## src/rtl/pls_pkg.sv

```systemverilog
// Shared types and constants for the positional list store.
// No dependencies; imported by pls_ram users and the top level.
package pls_pkg;

   localparam int CAPACITY   = 16;
   localparam int DATA_WIDTH = 32;
   localparam int ADDR_W     = $clog2(CAPACITY);
   localparam int POS_W      = 5;
   localparam int COUNT_W    = 5;

   typedef enum logic [1:0] {
      OP_INSERT = 2'd0,
      OP_REMOVE = 2'd1,
      OP_READ   = 2'd2,
      OP_FIND   = 2'd3
   } opcode_type;

   typedef enum logic [1:0] {
      STAT_OK      = 2'd0,
      STAT_BAD_POS = 2'd1,
      STAT_EMPTY   = 2'd2,
      STAT_FULL    = 2'd3
   } status_type;

endpackage

```

## src/rtl/pls_ram.sv

```systemverilog
// Simple dual-port synchronous RAM, one write and one registered read port.
// Generic; no package dependencies.
module pls_ram #(
   parameter int DEPTH = 16,
   parameter int WIDTH = 32
) (
   input  logic                     clock,
   input  logic                     wr_en,
   input  logic [$clog2(DEPTH)-1:0] wr_addr,
   input  logic [WIDTH-1:0]         wr_data,
   input  logic                     rd_en,
   input  logic [$clog2(DEPTH)-1:0] rd_addr,
   output logic [WIDTH-1:0]         rd_data
);

   logic [WIDTH-1:0] mem [DEPTH];
   logic [WIDTH-1:0] rd_data_ff;

   always_ff @(posedge clock) begin
      if (wr_en) begin
         mem[wr_addr] <= wr_data;
      end
      if (rd_en) begin
         rd_data_ff <= mem[rd_addr];
      end
   end

   assign rd_data = rd_data_ff;

endmodule

```

## src/rtl/positional_list_store_core.sv

```systemverilog
// Positional list store: ordered list of signed words held in a RAM.
// Depends on pls_pkg and pls_ram.
//
// Usage:
//   Command channel: drive req_opcode, req_position and req_value with start
//   high; the word is taken at a clock edge where busy is low. busy stays
//   high until the operation is done.
//   Response channel: rsp_strobe is high for exactly one cycle with the
//   result word on the rsp_ ports. The receiver cannot stall; it must take
//   the word in that cycle.
//   Steps per command:
//     rejected command (bad position, empty, full): answered from idle
//     insert at p with n entries: p..n-1 moved up one, top first, then p
//     remove at p with n entries: p+1..n-1 moved down one, lowest first
//     read: one RAM read of entry p
//     find: reads from entry 0 upward, ends early at the first match
//   Run time is set by the single RAM read port: each moved or searched
//   entry costs one read.
//   A new command may be issued in the cycle the strobe is shown.
//   Reset empties the list (count goes to zero); RAM contents are not
//   cleared, entries at or above the count are never read.
module positional_list_store_core
   import pls_pkg::*;
(
   input  logic                         clock,
   input  logic                         reset,
   input  logic                         start,
   output logic                         busy,
   input  logic [1:0]                   req_opcode,
   input  logic [POS_W-1:0]             req_position,
   input  logic signed [DATA_WIDTH-1:0] req_value,
   output logic                         rsp_strobe,
   output logic signed [DATA_WIDTH-1:0] rsp_read_value,
   output logic                         rsp_found,
   output logic [POS_W-1:0]             rsp_found_position,
   output logic [COUNT_W-1:0]           rsp_count,
   output logic                         rsp_is_empty,
   output logic [1:0]                   rsp_status
);

   typedef enum logic {S_IDLE, S_RUN} state_type;

   state_type                 state_ff, state_in;
   opcode_type                op_ff, op_in;
   logic [POS_W-1:0]          pos_ff, pos_in;
   logic [DATA_WIDTH-1:0]     value_ff, value_in;
   logic [COUNT_W-1:0]        count_ff, count_in;
   logic [POS_W-1:0]          cur_ff, cur_in;
   logic [POS_W-1:0]          last_ff, last_in;
   logic                      more_ff, more_in;
   logic                      pend_ff, pend_in;
   logic [POS_W-1:0]          paddr_ff, paddr_in;

   logic                      rsp_strobe_ff, rsp_strobe_in;
   logic [DATA_WIDTH-1:0]     rsp_read_value_ff, rsp_read_value_in;
   logic                      rsp_found_ff, rsp_found_in;
   logic [POS_W-1:0]          rsp_found_position_ff, rsp_found_position_in;
   logic [COUNT_W-1:0]        rsp_count_ff, rsp_count_in;
   logic                      rsp_is_empty_ff, rsp_is_empty_in;
   status_type                rsp_status_ff, rsp_status_in;

   logic                      wr_en;
   logic [ADDR_W-1:0]         wr_addr;
   logic [DATA_WIDTH-1:0]     wr_data;
   logic                      rd_en;
   logic [ADDR_W-1:0]         rd_addr;
   logic [DATA_WIDTH-1:0]     rd_data;

   opcode_type                req_op;
   logic                      accept;
   logic                      hit;
   logic                      finish;
   logic [COUNT_W-1:0]        new_count;

   pls_ram #(
      .DEPTH(CAPACITY),
      .WIDTH(DATA_WIDTH)
   ) u_ram (
      .clock   (clock),
      .wr_en   (wr_en),
      .wr_addr (wr_addr),
      .wr_data (wr_data),
      .rd_en   (rd_en),
      .rd_addr (rd_addr),
      .rd_data (rd_data)
   );

   assign req_op = opcode_type'(req_opcode);
   assign accept = start && (state_ff == S_IDLE);

   // read one entry per cycle; the word read last cycle is written back
   // two slots away from the current read, so the ports never collide
   assign rd_en   = (state_ff == S_RUN) && more_ff;
   assign rd_addr = cur_ff[ADDR_W-1:0];
   assign hit     = (state_ff == S_RUN) && pend_ff && (op_ff == OP_FIND) &&
                    (rd_data == value_ff);
   assign finish  = (state_ff == S_RUN) && ((!more_ff && !pend_ff) || hit);

   always_comb begin
      case (op_ff)
         OP_INSERT: new_count = count_ff + COUNT_W'(1);
         OP_REMOVE: new_count = count_ff - COUNT_W'(1);
         default:   new_count = count_ff;
      endcase
   end

   always_comb begin
      wr_en   = 1'b0;
      wr_addr = ADDR_W'(paddr_ff);
      wr_data = rd_data;
      if (state_ff == S_RUN) begin
         if (pend_ff && op_ff == OP_INSERT) begin
            wr_en   = 1'b1;
            wr_addr = ADDR_W'(paddr_ff + POS_W'(1));
         end else if (pend_ff && op_ff == OP_REMOVE) begin
            wr_en   = 1'b1;
            wr_addr = ADDR_W'(paddr_ff - POS_W'(1));
         end else if (finish && op_ff == OP_INSERT) begin
            wr_en   = 1'b1;
            wr_addr = ADDR_W'(pos_ff);
            wr_data = value_ff;
         end
      end
   end

   always_comb begin
      state_in              = state_ff;
      op_in                 = op_ff;
      pos_in                = pos_ff;
      value_in              = value_ff;
      count_in              = count_ff;
      cur_in                = cur_ff;
      last_in               = last_ff;
      more_in               = more_ff;
      pend_in               = 1'b0;
      paddr_in              = paddr_ff;
      rsp_strobe_in         = 1'b0;
      rsp_read_value_in     = rsp_read_value_ff;
      rsp_found_in          = rsp_found_ff;
      rsp_found_position_in = rsp_found_position_ff;
      rsp_count_in          = rsp_count_ff;
      rsp_is_empty_in       = rsp_is_empty_ff;
      rsp_status_in         = rsp_status_ff;

      case (state_ff)
         S_IDLE: begin
            if (accept) begin
               op_in                 = req_op;
               pos_in                = req_position;
               value_in              = req_value;
               rsp_read_value_in     = '0;
               rsp_found_in          = 1'b0;
               rsp_found_position_in = '0;
               rsp_count_in          = count_ff;
               rsp_is_empty_in       = (count_ff == '0);
               rsp_status_in         = STAT_OK;
               case (req_op)
                  OP_INSERT: begin
                     cur_in  = count_ff - COUNT_W'(1);
                     last_in = req_position;
                     more_in = (req_position < count_ff);
                     if (req_position > count_ff) begin
                        rsp_status_in = STAT_BAD_POS;
                     end else if (count_ff == COUNT_W'(CAPACITY)) begin
                        rsp_status_in = STAT_FULL;
                     end
                  end
                  OP_REMOVE: begin
                     cur_in  = req_position + POS_W'(1);
                     last_in = count_ff - COUNT_W'(1);
                     more_in = ((req_position + POS_W'(1)) < count_ff);
                     if (count_ff == '0) begin
                        rsp_status_in = STAT_EMPTY;
                     end else if (req_position >= count_ff) begin
                        rsp_status_in = STAT_BAD_POS;
                     end
                  end
                  OP_READ: begin
                     cur_in  = req_position;
                     last_in = req_position;
                     more_in = 1'b1;
                     if (req_position >= count_ff) begin
                        rsp_status_in = STAT_BAD_POS;
                     end
                  end
                  default: begin
                     cur_in  = '0;
                     last_in = count_ff - COUNT_W'(1);
                     more_in = (count_ff != '0);
                  end
               endcase
               if (rsp_status_in != STAT_OK) begin
                  rsp_strobe_in = 1'b1;
               end else begin
                  state_in = S_RUN;
               end
            end
         end
         S_RUN: begin
            if (more_ff) begin
               pend_in  = 1'b1;
               paddr_in = cur_ff;
               more_in  = (cur_ff != last_ff);
               cur_in   = (op_ff == OP_INSERT) ? cur_ff - POS_W'(1)
                                               : cur_ff + POS_W'(1);
            end
            if (pend_ff && op_ff == OP_READ) begin
               rsp_read_value_in = rd_data;
            end
            if (hit) begin
               rsp_found_in          = 1'b1;
               rsp_found_position_in = paddr_ff;
            end
            if (finish) begin
               state_in        = S_IDLE;
               more_in         = 1'b0;
               pend_in         = 1'b0;
               count_in        = new_count;
               rsp_count_in    = new_count;
               rsp_is_empty_in = (new_count == '0);
               rsp_strobe_in   = 1'b1;
            end
         end
         default: begin
            state_in = S_IDLE;
         end
      endcase
   end

   always_ff @(posedge clock) begin
      if (reset) begin
         state_ff      <= S_IDLE;
         count_ff      <= '0;
         more_ff       <= 1'b0;
         pend_ff       <= 1'b0;
         rsp_strobe_ff <= 1'b0;
      end else begin
         state_ff      <= state_in;
         count_ff      <= count_in;
         more_ff       <= more_in;
         pend_ff       <= pend_in;
         rsp_strobe_ff <= rsp_strobe_in;
      end
      op_ff                 <= op_in;
      pos_ff                <= pos_in;
      value_ff              <= value_in;
      cur_ff                <= cur_in;
      last_ff               <= last_in;
      paddr_ff              <= paddr_in;
      rsp_read_value_ff     <= rsp_read_value_in;
      rsp_found_ff          <= rsp_found_in;
      rsp_found_position_ff <= rsp_found_position_in;
      rsp_count_ff          <= rsp_count_in;
      rsp_is_empty_ff       <= rsp_is_empty_in;
      rsp_status_ff         <= rsp_status_in;
   end

   assign busy               = (state_ff != S_IDLE);
   assign rsp_strobe         = rsp_strobe_ff;
   assign rsp_read_value     = rsp_read_value_ff;
   assign rsp_found          = rsp_found_ff;
   assign rsp_found_position = rsp_found_position_ff;
   assign rsp_count          = rsp_count_ff;
   assign rsp_is_empty       = rsp_is_empty_ff;
   assign rsp_status         = rsp_status_ff;

   a_count_bound: assert property (@(posedge clock) disable iff (reset)
      count_ff <= COUNT_W'(CAPACITY))
      else $error("entry count above capacity");

   a_no_port_clash: assert property (@(posedge clock) disable iff (reset)
      (wr_en && rd_en) |-> (wr_addr != rd_addr))
      else $error("read and write hit the same entry");

   a_write_in_run: assert property (@(posedge clock) disable iff (reset)
      wr_en |-> (state_ff == S_RUN))
      else $error("RAM write outside an operation");

   a_accept_answers: assert property (@(posedge clock) disable iff (reset)
      (start && !busy) |=> (busy || rsp_strobe))
      else $error("accepted command neither running nor answered");

   a_count_steady_idle: assert property (@(posedge clock) disable iff (reset)
      ($past(state_ff) == S_IDLE && state_ff == S_IDLE) |-> $stable(count_ff))
      else $error("count changed while idle");

endmodule
```

## config.mk

```make
export PLATFORM = sky130hd
export DESIGN_NAME = positional_list_store_core
export DESIGN_NICKNAME = d
export VERILOG_FILES = /design/src/rtl/pls_pkg.sv /design/src/rtl/pls_ram.sv /design/src/rtl/positional_list_store_core.sv
export SDC_FILE = /design/constraint.sdc
export NUM_CORES = 1
export LEC_CHECK = 0
export BUFFER_PORTS_ARGS = -buffer_cell sky130_fd_sc_hd__buf_2
export CORE_MARGIN = 2
export CORE_UTILIZATION = 45
export DETAILED_ROUTE_END_ITERATION = 8
export SYNTH_ARGS = -nofsm -noshare
export SYNTH_HDL_FRONTEND = slang
export SYNTH_HIERARCHICAL = 1
export SYNTH_SLANG_ARGS = --single-unit
```

## constraint.sdc

```tcl
create_clock -name clock -period 9.75 [get_ports clock]
set_clock_uncertainty 0.05 [all_clocks]
set_input_delay 1.95 -clock clock [delete_from_list [all_inputs] [get_ports clock]]
set_output_delay 1.95 -clock clock [all_outputs]
set_load 0.1 [all_outputs]
```

==> results of run 1 <==
-- flip-flops by register name (all words and copies together), names as in the netlist --
signal,flops
u_ram/mem,512
count_ff,5
rsp_strobe,1
pend_ff,1
paddr_ff,5
last_ff,5
cur_ff,5
busy,1
rsp_is_empty,1
rsp_found,1
op_ff,2
value_ff,32
pos_ff,4
more_ff,1
rsp_count,5
rsp_read_value,32
rsp_found_position,5
rsp_status,2
u_ram/rd_data,32
-- through the flow --
stage / area (um^2) / util / std cells / hold slack (ps)
floorplan: 25900 / - / 1312 / 438
global placement: 27300 / 0.483 / 2123 / 470
detailed placement: 27300 / 0.483 / 2123 / 471
CTS: 29500 / 0.522 / 2246 / 484
global route: 29500 / 0.522 / 2246 / 519
finish: 29500 / 0.522 / 2246 / 490
-- kinds of logic after synthesis --
logic type,share of synthesized area
compound gates,0.0367
xor+xnor,0.0183
fa+ha+maj,0.00996
buf+inv,0.0151
flops,0.753
mux,0.128
simple gates,0.0394
-- area by class of cell --
class | count | area, um^2 | area share
tap | 756 | 946 | 0.0320
clock buffer | 85 | 1870 | 0.0634
timing repair buffer | 119 | 671 | 0.0227
multi-input combinational | 573 | 6150 | 0.208
inverter | 23 | 86.3 | 0.00292
sequential | 652 | 19500 | 0.660
clock inverter | 38 | 324 | 0.0110
-- how the worst min path moves through the flow --
stage	startpoint	to	slack, ps	cells past startpoint
after detailed placement	count_ff[1]$_SDFFE_PP0P_	count_ff[1]$_SDFFE_PP0P_	470	2
after global routing	paddr_ff[4]$_DFFE_PP_	rsp_found_position[4]$_SDFFCE_PN0P_	520	1
after global placement	count_ff[1]$_SDFFE_PP0P_	count_ff[1]$_SDFFE_PP0P_	470	2
after floorplan	count_ff[1]$_SDFFE_PP0P_	count_ff[1]$_SDFFE_PP0P_	440	2
final	paddr_ff[4]$_DFFE_PP_	rsp_found_position[4]$_SDFFCE_PN0P_	490	1
after CTS	count_ff[1]$_SDFFE_PP0P_	count_ff[1]$_SDFFE_PP0P_	480	2
-- report_power, final --
part	total [mW]	switching, mW	internal (mW)
Clock	2.55	1.07	1.48
Sequential	3.20	0.0418	3.16
Combinational	0.773	0.516	0.257
-- critical path, delay by kind of cell, from the launching register on --
kind,cells,cell delay [ps]
flops,1,390
buf+inv,2,1140
-- placed cells by master (no fill, tap or decap), types with 16 or more instances in the layout --
| cell | instances |
|---|---|
| edfxtp_1 | 643 |
| mux4_2 | 129 |
| buf_2 | 89 |
| clkbuf_16 | 73 |
| a22oi_1 | 65 |
| nand2_1 | 54 |
| xnor2_1 | 41 |
| and2_1 | 39 |
| mux2_2 | 32 |
| buf_4 | 30 |
| nor2_1 | 29 |
| a21oi_1 | 21 |
| inv_1 | 19 |
| ha_1 | 19 |
| clkinv_1 | 16 |
-- per-layer routing --
layer	up-vias	part of all wire	GRT usage
met5	-	0	0
met4	0	0.022	0.0647
met3	87	0.060	0.0346
met2	379	0.48	0.317
met1	6767	0.44	0.283
li1	5593	-	-
==> impl_metrics.py, run 1 <==
metrics = {
    "grt": {
        "gr-total-overflow": 0,
        "grt_antenna_before_repair": 0,
        "first_global_vias": 13300,
        "global_route.usage.total": 0.200,
        "grt_max_degree": 70,
        "grt_pass1_wl_um": 86600,
    },
    "synth": {
        "synth_edf_count": 643,
        "yosysTopAreaCell": "edfxtp_1",
        "synth_top_area_frac": 0.746,
        "synth_area_leaders": "edfxtp_1 75%, mux4_2 11%, a22oi_1 1.9%, mux2_2 1.4%, xnor2_1 1.4%",
        "synth_seq_cells": 652,
        "async_flop_share": 0,
        "synth_cells": 1312,
        "synth.cell_area_um2": 25900,
        "synth.most_common_cell": "edfxtp_1",
        "ys_warn_count": 6,
        "yosysSeqAreaShare": 0.753,
        "syn_avg_cell_area_um2": 19.7,
        "synth_fp_nets": 1374,
        "synth-main-ff-cell": "edfxtp_1",
        "synthTopCellsByCount": "643 x edfxtp_1, 129 x mux4_2, 65 x a22oi_1, 54 x nand2_1, 42 x nor2_1",
        "yosysUniqueCellTypes": 63,
    },
    "placed_design": {
        "io_buffers": 89,
        "dp_hpwl_um": 32900,
        "routabilityCongestion": 0.841,
        "pre_cts_slack_ps": 5900,
    },
    "timing": {
        "setup_violations": 0,
        "post-route-period-util": 0.425,
        "worst_slack_ps": 5610,
        "maxSlewViolCount": 0,
        "finalHoldViolCount": 0,
        "tns_ps": 0,
        "timing.fmax_mhz": 242,
        "min_period_ps": 4140,
        "rsz0062_at_grt": "no",
        "tightest_slew_ps": 1240,
        "maxSlewHeadroom": 0.173,
    },
    "floorplan": {
        "core-area_um2": 56600,
        "die_width_um": 244,
        "die_area_um2": 59500,
        "num_rows": 87,
        "pin_count": 90,
        "die_h_um": 244,
        "floorplan.initialDensity": 0.457,
    },
    "critical_path": {
        "worst_ep_arrival_time_ps": 2140,
        "regToRegStartpoint": "op_ff[1]$_DFFE_PP_",
        "critPathCaptureType": "output port",
        "path_cells": "buf_4 > buf_2",
        "r2r-end": "u_ram/mem[13][7]$_DFFE_PP_",
        "crit_path_end": "busy",
        "slowest_stage": "buf_4",
        "cp.required_ps": 7750,
        "r2r_cells": 7,
        "reg2reg_setup_slack_ps": 5900,
        "startpoint_type": "flop",
        "critical_path_peak_fanout": 62,
        "critPathMaxStageDelay_ps": 590,
        "crit_type": "reg -> out",
        "critPathLaunch": "busy$_SDFF_PP0_",
    },
    "layout": {
        "drive_above_1_share": 0.276,
        "diodes": 0,
        "nets": 1500,
        "area_growth_pct": 14.1,
        "final.fill_count": 4550,
    },
    "drt": {
        "drt-initial-drc-count": 1333,
        "antenna_left": 0,
        "post_drt_wl_per_cell_um": 26.0,
        "vias": 12800,
        "detail_route.vias_per_cell": 5.71,
        "wl_um": 58500,
        "firstDrtPassIters": 5,
        "drc": 0,
    },
    "power": {
        "power_mw": 6.52,
        "power_density_nw_per_um2": 221,
        "irDropWorstVdd_uv": 150,
        "p_leak_nw": 9.64,
    },
    "clock_network": {
        "cts_root_buf": "clkbuf_16",
        "htree_levels": 3,
        "clkTransAtPathRegs_ps": 60,
        "clockBufferDepth": 3,
        "postCtsSetupBuffers": 0,
        "cts_tree": "yes",
        "cts.sink_count": 652,
        "cts_resized": 0,
        "holdBufCountCts": 0,
        "clkLatencyLatePin_ps": 600,
        "cts_buffers": 69,
    },
    "outcome": {
        "status": "completed",
    },
    "worst_hold_path": {
        "hold_class": "reg -> reg",
    },
    "job": {
        "cap_violations": 0,
    },
}
No activity file was read; power rests on OpenSTA's default activity.
==> run 2, diff against run 1 <==
- clock period: 9.75 -> 4.15 ns (I/O delays scaled with it)
==> impl_metrics.py, run 2 (synthesized netlist as in run 1, its figures left out) <==
metrics = {
    "grt": {
        "grt_max_degree": 46,
        "use_met1": 0.302,
        "grt_antenna_before_repair": 2,
        "first_global_vias": 13200,
        "use_met3": 0.0427,
        "grt_pass1_wl_um": 90900,
        "met2_usage": 0.335,
        "grt_busiest_layer": "met2",
        "global_route.usage.total": 0.213,
        "gr-total-overflow": 0,
    },
    "clock_network": {
        "clkLatencyLatePin_ps": 600,
        "clkTransAtPathRegs_ps": 60,
        "holdBufCountCts": 0,
        "htree_levels": 3,
        "postCtsSetupBuffers": 0,
        "cts_tree": "yes",
        "cts_resized": 0,
        "cts.sink_count": 652,
        "clockBufferDepth": 3,
        "cts_buffers": 69,
        "cts_root_buf": "clkbuf_16",
    },
    "timing": {
        "tightest_slew_ps": 1220,
        "maxSlewViolCount": 0,
        "timing.fmax_mhz": 273,
        "maxSlewHeadroom": 0.188,
        "post-route-period-util": 0.883,
        "min_period_ps": 3660,
        "finalHoldViolCount": 0,
        "setup_violations": 0,
        "finalHoldWorstSlack_ps": 352,
        "tns_ps": 0,
        "rsz0062_at_grt": "no",
    },
    "drt": {
        "wl_um": 62900,
        "antenna_left": 0,
        "drt-initial-drc-count": 1501,
        "vias": 13300,
        "drc": 0,
        "post_drt_wl_per_cell_um": 27.7,
        "detail_route.vias_per_cell": 5.86,
        "firstDrtPassIters": 6,
    },
    "layout": {
        "largest_register": "u_ram/mem",
        "nets": 1524,
        "layout_commonest_cell": "edfxtp_1",
        "largest_register_ffs": 512,
        "area_growth_pct": 15.1,
        "final.fill_count": 4441,
        "diodes": 0,
        "drive_above_1_share": 0.286,
        "final_cell_mix": "643 x edfxtp_1, 129 x mux4_2, 89 x buf_2, 71 x clkbuf_16, 65 x a22oi_1",
        "final_area_um2": 29800,
        "final_util": 0.527,
        "final_cells": 2267,
    },
    "critical_path": {
        "worst_path_dominant_cell_family": "simple AND/OR/NAND/NOR gates",
        "worst-path-stages": 6,
        "critPathCaptureType": "flop",
        "crit_top_cell": "nor2_4",
        "slowest_stage": "nor2_4",
        "path_cells": "nor2_4 > nand3_2 > nand3_1 > o211ai_1 > or3b_2 > nor2_4",
        "r2r_cells": 6,
        "critPathMaxStageDelay_ps": 930,
        "worst_ep_arrival_time_ps": 3820,
        "path_buf_inv": 0,
        "critical_path_peak_fanout": 32,
        "cp.required_ps": 4300,
        "crit_type": "reg -> reg",
        "startpoint_type": "flop",
    },
    "floorplan": {
        "pin_count": 90,
        "floorplan.initialDensity": 0.457,
        "die_h_um": 244,
        "num_rows": 87,
        "die_width_um": 244,
        "core-area_um2": 56600,
        "die_area_um2": 59500,
    },
    "outcome": {
        "status": "completed",
    },
    "power": {
        "p_leak_nw": 9.79,
        "irDropWorstVdd_uv": 363,
        "power_density_nw_per_um2": 514,
    },
    "placed_design": {
        "routabilityCongestion": 0.842,
        "dp_hpwl_um": 39700,
        "placed_cells": 2147,
        "io_buffers": 89,
        "postPlaceCellArea_um2": 27700,
    },
    "job": {
        "cap_violations": 0,
    },
    "worst_hold_path": {
        "min_path_cells": 1,
        "hold_class": "in -> reg",
    },
}
-- run 2: changes by cell type in the layout (fill, tap and decap cells not counted), sizes merged --
cell / before / now
buf: 119 / 143
clkinvlp: 3 / 1
inv: 25 / 24
-- run 2: layout make-up --
| type | count | area, um^2 | area share |
|---|---|---|---|
| well taps | 756 | 946 | 0.0317 |
| flip-flops and latches | 652 | 19500 | 0.654 |
| inverters | 23 | 86.3 | 0.00290 |
| clock inverters | 35 | 290 | 0.00974 |
| repair buffers | 143 | 988 | 0.0332 |
| clock buffers | 85 | 1840 | 0.0617 |
| multi-input cells | 573 | 6170 | 0.207 |
-- run 2: per-stage QoR --
stage | setup slack, ps | power (mW)
4_1_cts | 482 | 15.5
3_5_place_dp | 530 | 9.63
3_3_place_gp | 573 | 9.62
6_report | 487 | 15.3
5_1_grt | 279 | 15.8
2_1_floorplan | -769 | 9.02
-- run 2: final timing paths --
path	start	to	slack (ps)
worst max-delay path	op_ff[0]$_DFFE_PP_	u_ram/mem[1][15]$_DFFE_PP_	490
worst min-delay path	req_value[31]	value_ff[31]$_DFFE_PP_	350
worst max register to register	op_ff[0]$_DFFE_PP_	u_ram/mem[1][15]$_DFFE_PP_	490
worst min register to register	paddr_ff[4]$_DFFE_PP_	rsp_found_position[4]$_SDFFCE_PN0P_	490
-- run 2: power breakdown --
part	total (mW)	leakage (nW)	switching, mW	internal, mW
clock network	5.85	1.05	2.45	3.40
logic	1.94	2.80	1.29	0.647
registers	7.54	5.94	0.125	7.42
total	15.3	9.79	3.87	11.5
-- run 2: layer usage --
metal | part of all wire | routed length (um) | vias up
met5 | 0.00021 | 13 | -
met4 | 0.028 | 1760 | 2
met3 | 0.074 | 4640 | 100
met2 | 0.48 | 29900 | 541
met1 | 0.42 | 26500 | 6999
li1 | - | - | 5635
==> run 3, diff against run 2 <==
- RECOVER_POWER: not set -> 25
==> impl_metrics.py, run 3 (synthesized netlist as in run 1, its figures left out) <==
metrics = {
    "layout": {
        "final_cells": 2267,
        "seqCellArea_um2": 19500,
        "final.fill_count": 4471,
        "drive_above_1_share": 0.238,
        "diodes": 0,
        "largest_register_ffs": 512,
        "final_cell_mix": "643 x edfxtp_1, 129 x mux4_2, 74 x clkbuf_1, 71 x clkbuf_16, 65 x a22oi_1",
        "layout_commonest_cell": "edfxtp_1",
        "area_growth_pct": 14.7,
        "nets": 1524,
        "multiInputGateArea_um2": 6150,
        "largest_register": "u_ram/mem",
    },
    "clock_network": {
        "cts_resized": 0,
        "htree_levels": 3,
        "cts_tree": "yes",
        "holdBufCountCts": 0,
        "cts.sink_count": 652,
        "cts_buffers": 69,
        "postCtsSetupBuffers": 0,
        "clockBufferDepth": 3,
        "cts_root_buf": "clkbuf_16",
        "clkLatencyLatePin_ps": 600,
        "clkTransAtPathRegs_ps": 60,
    },
    "grt": {
        "use_met3": 0.0427,
        "grt_busiest_layer": "met2",
        "met2_usage": 0.335,
        "first_global_vias": 13200,
        "global_route.usage.total": 0.213,
        "gr-total-overflow": 0,
        "use_met1": 0.302,
        "grt_pass1_wl_um": 90900,
        "grt_max_degree": 46,
        "grt_antenna_before_repair": 1,
    },
    "timing": {
        "tightest_slew_ps": 2130,
        "setup_violations": 0,
        "timing.fmax_mhz": 266,
        "min_period_ps": 3760,
        "maxSlewHeadroom": -0.427,
        "tns_ps": 0,
        "rsz0062_at_grt": "no",
        "post-route-period-util": 0.905,
        "finalHoldViolCount": 0,
        "maxSlewViolCount": 18,
    },
    "drt": {
        "drt-initial-drc-count": 1477,
        "post_drt_wl_per_cell_um": 27.7,
        "antenna_left": 0,
        "drc": 0,
        "detail_route.vias_per_cell": 5.80,
        "firstDrtPassIters": 5,
        "wl_um": 62700,
        "vias": 13200,
    },
    "placed_design": {
        "placed_cells": 2147,
        "io_buffers": 89,
        "routabilityCongestion": 0.842,
        "dp_hpwl_um": 39700,
    },
    "critical_path": {
        "critical_path_peak_fanout": 23,
        "critPathLaunch": "busy$_SDFF_PP0_",
        "path_buf_inv": 2,
        "cp.required_ps": 3270,
        "reg2reg_setup_slack_ps": 450,
        "slowest_stage": "clkbuf_1",
        "crit_path_end": "busy",
        "path_cells": "clkbuf_1 > buf_2",
        "worst_ep_arrival_time_ps": 2880,
        "critPathMaxStageDelay_ps": 1010,
        "critPathCaptureType": "output port",
        "r2r-end": "value_ff[13]$_DFFE_PP_",
        "worst_path_dominant_cell_family": "buffers and inverters",
        "startpoint_type": "flop",
        "crit_type": "reg -> out",
        "regToRegStartpoint": "busy$_SDFF_PP0_",
        "r2r_cells": 4,
        "worst-path-stages": 2,
    },
    "power": {
        "p_seq_frac": 0.493,
        "irDropWorstVdd_uv": 362,
        "switching_share": 0.253,
        "power.clock.fraction": 0.383,
        "p_sw_mw": 3.87,
        "p_leak_nw": 9.56,
        "internal_power_mw": 11.4,
        "power_density_nw_per_um2": 516,
        "power_frac_comb": 0.124,
    },
    "floorplan": {
        "core-area_um2": 56600,
        "num_rows": 87,
        "die_area_um2": 59500,
        "die_h_um": 244,
        "die_width_um": 244,
        "floorplan.initialDensity": 0.457,
        "pin_count": 90,
    },
    "outcome": {
        "violations": "capacitance limit, slew limit",
        "status": "finished with violations",
    },
    "worst_hold_path": {
        "hold_class": "in -> reg",
        "min_path_cells": 1,
        "hp-start": "req_value[31]",
    },
    "job": {
        "cap_violations": 1,
    },
}
[run 3: changes by cell type in the layout (fill, tap and decap cells not counted), sizes merged]
cell	previous run	this run
buf	143	82
clkbuf	85	146
[run 3: worst reg2reg max path, stage by stage, from the launching register on]
cell and delay, ps:
dfxtp_2 480, clkbuf_1 610, nand2b_1 460, inv_1 740, buf_2 910
[run 3: power groups by stage]
stage	sequential [mW]	clock (mW)	combinational [mW]
after floorplan	8.00	0	1.02
after global placement	7.68	0	1.94
after detailed placement	7.68	0	1.95
after CTS	7.55	5.97	1.95
after global routing	7.56	6.21	2.03
final	7.55	5.85	1.90
[run 3: per-layer routing]
layer,up-vias,share of wire
met4,2,0.024
met3,88,0.069
met1,6932,0.43
li1,5639,-
met2,497,0.48
met5,-,0.00021
[run 3: how the worst min path moves through the flow]
stage                                     endpoint
6_report                    value_ff[31]$_DFFE_PP_
5_1_grt                      value_ff[9]$_DFFE_PP_
4_1_cts                     value_ff[31]$_DFFE_PP_
3_5_place_dp   rsp_found_position[4]$_SDFFCE_PN0P_
3_3_place_gp   rsp_found_position[4]$_SDFFCE_PN0P_
2_1_floorplan             count_ff[1]$_SDFFE_PP0P_
[run 3: through the flow]
stage	area, um^2	util	hold WS, ps	total power [mW]	worst slack, ps
floorplan	25900	-	438	9.02	-769
global placement	27700	0.489	480	9.62	573
detailed placement	27700	0.489	482	9.63	530
CTS	29800	0.527	318	15.5	482
global route	29700	0.524	325	15.8	253
finish	29700	0.524	352	15.3	393
[run 3: cell type report]
class | count | share of cell area
multi-input cells | 573 | 0.207
flip-flops and latches | 652 | 0.657
repair buffers | 143 | 0.0298
well taps | 756 | 0.0319
clock inverters | 35 | 0.00978
inverters | 23 | 0.00291
clock buffers | 85 | 0.0620
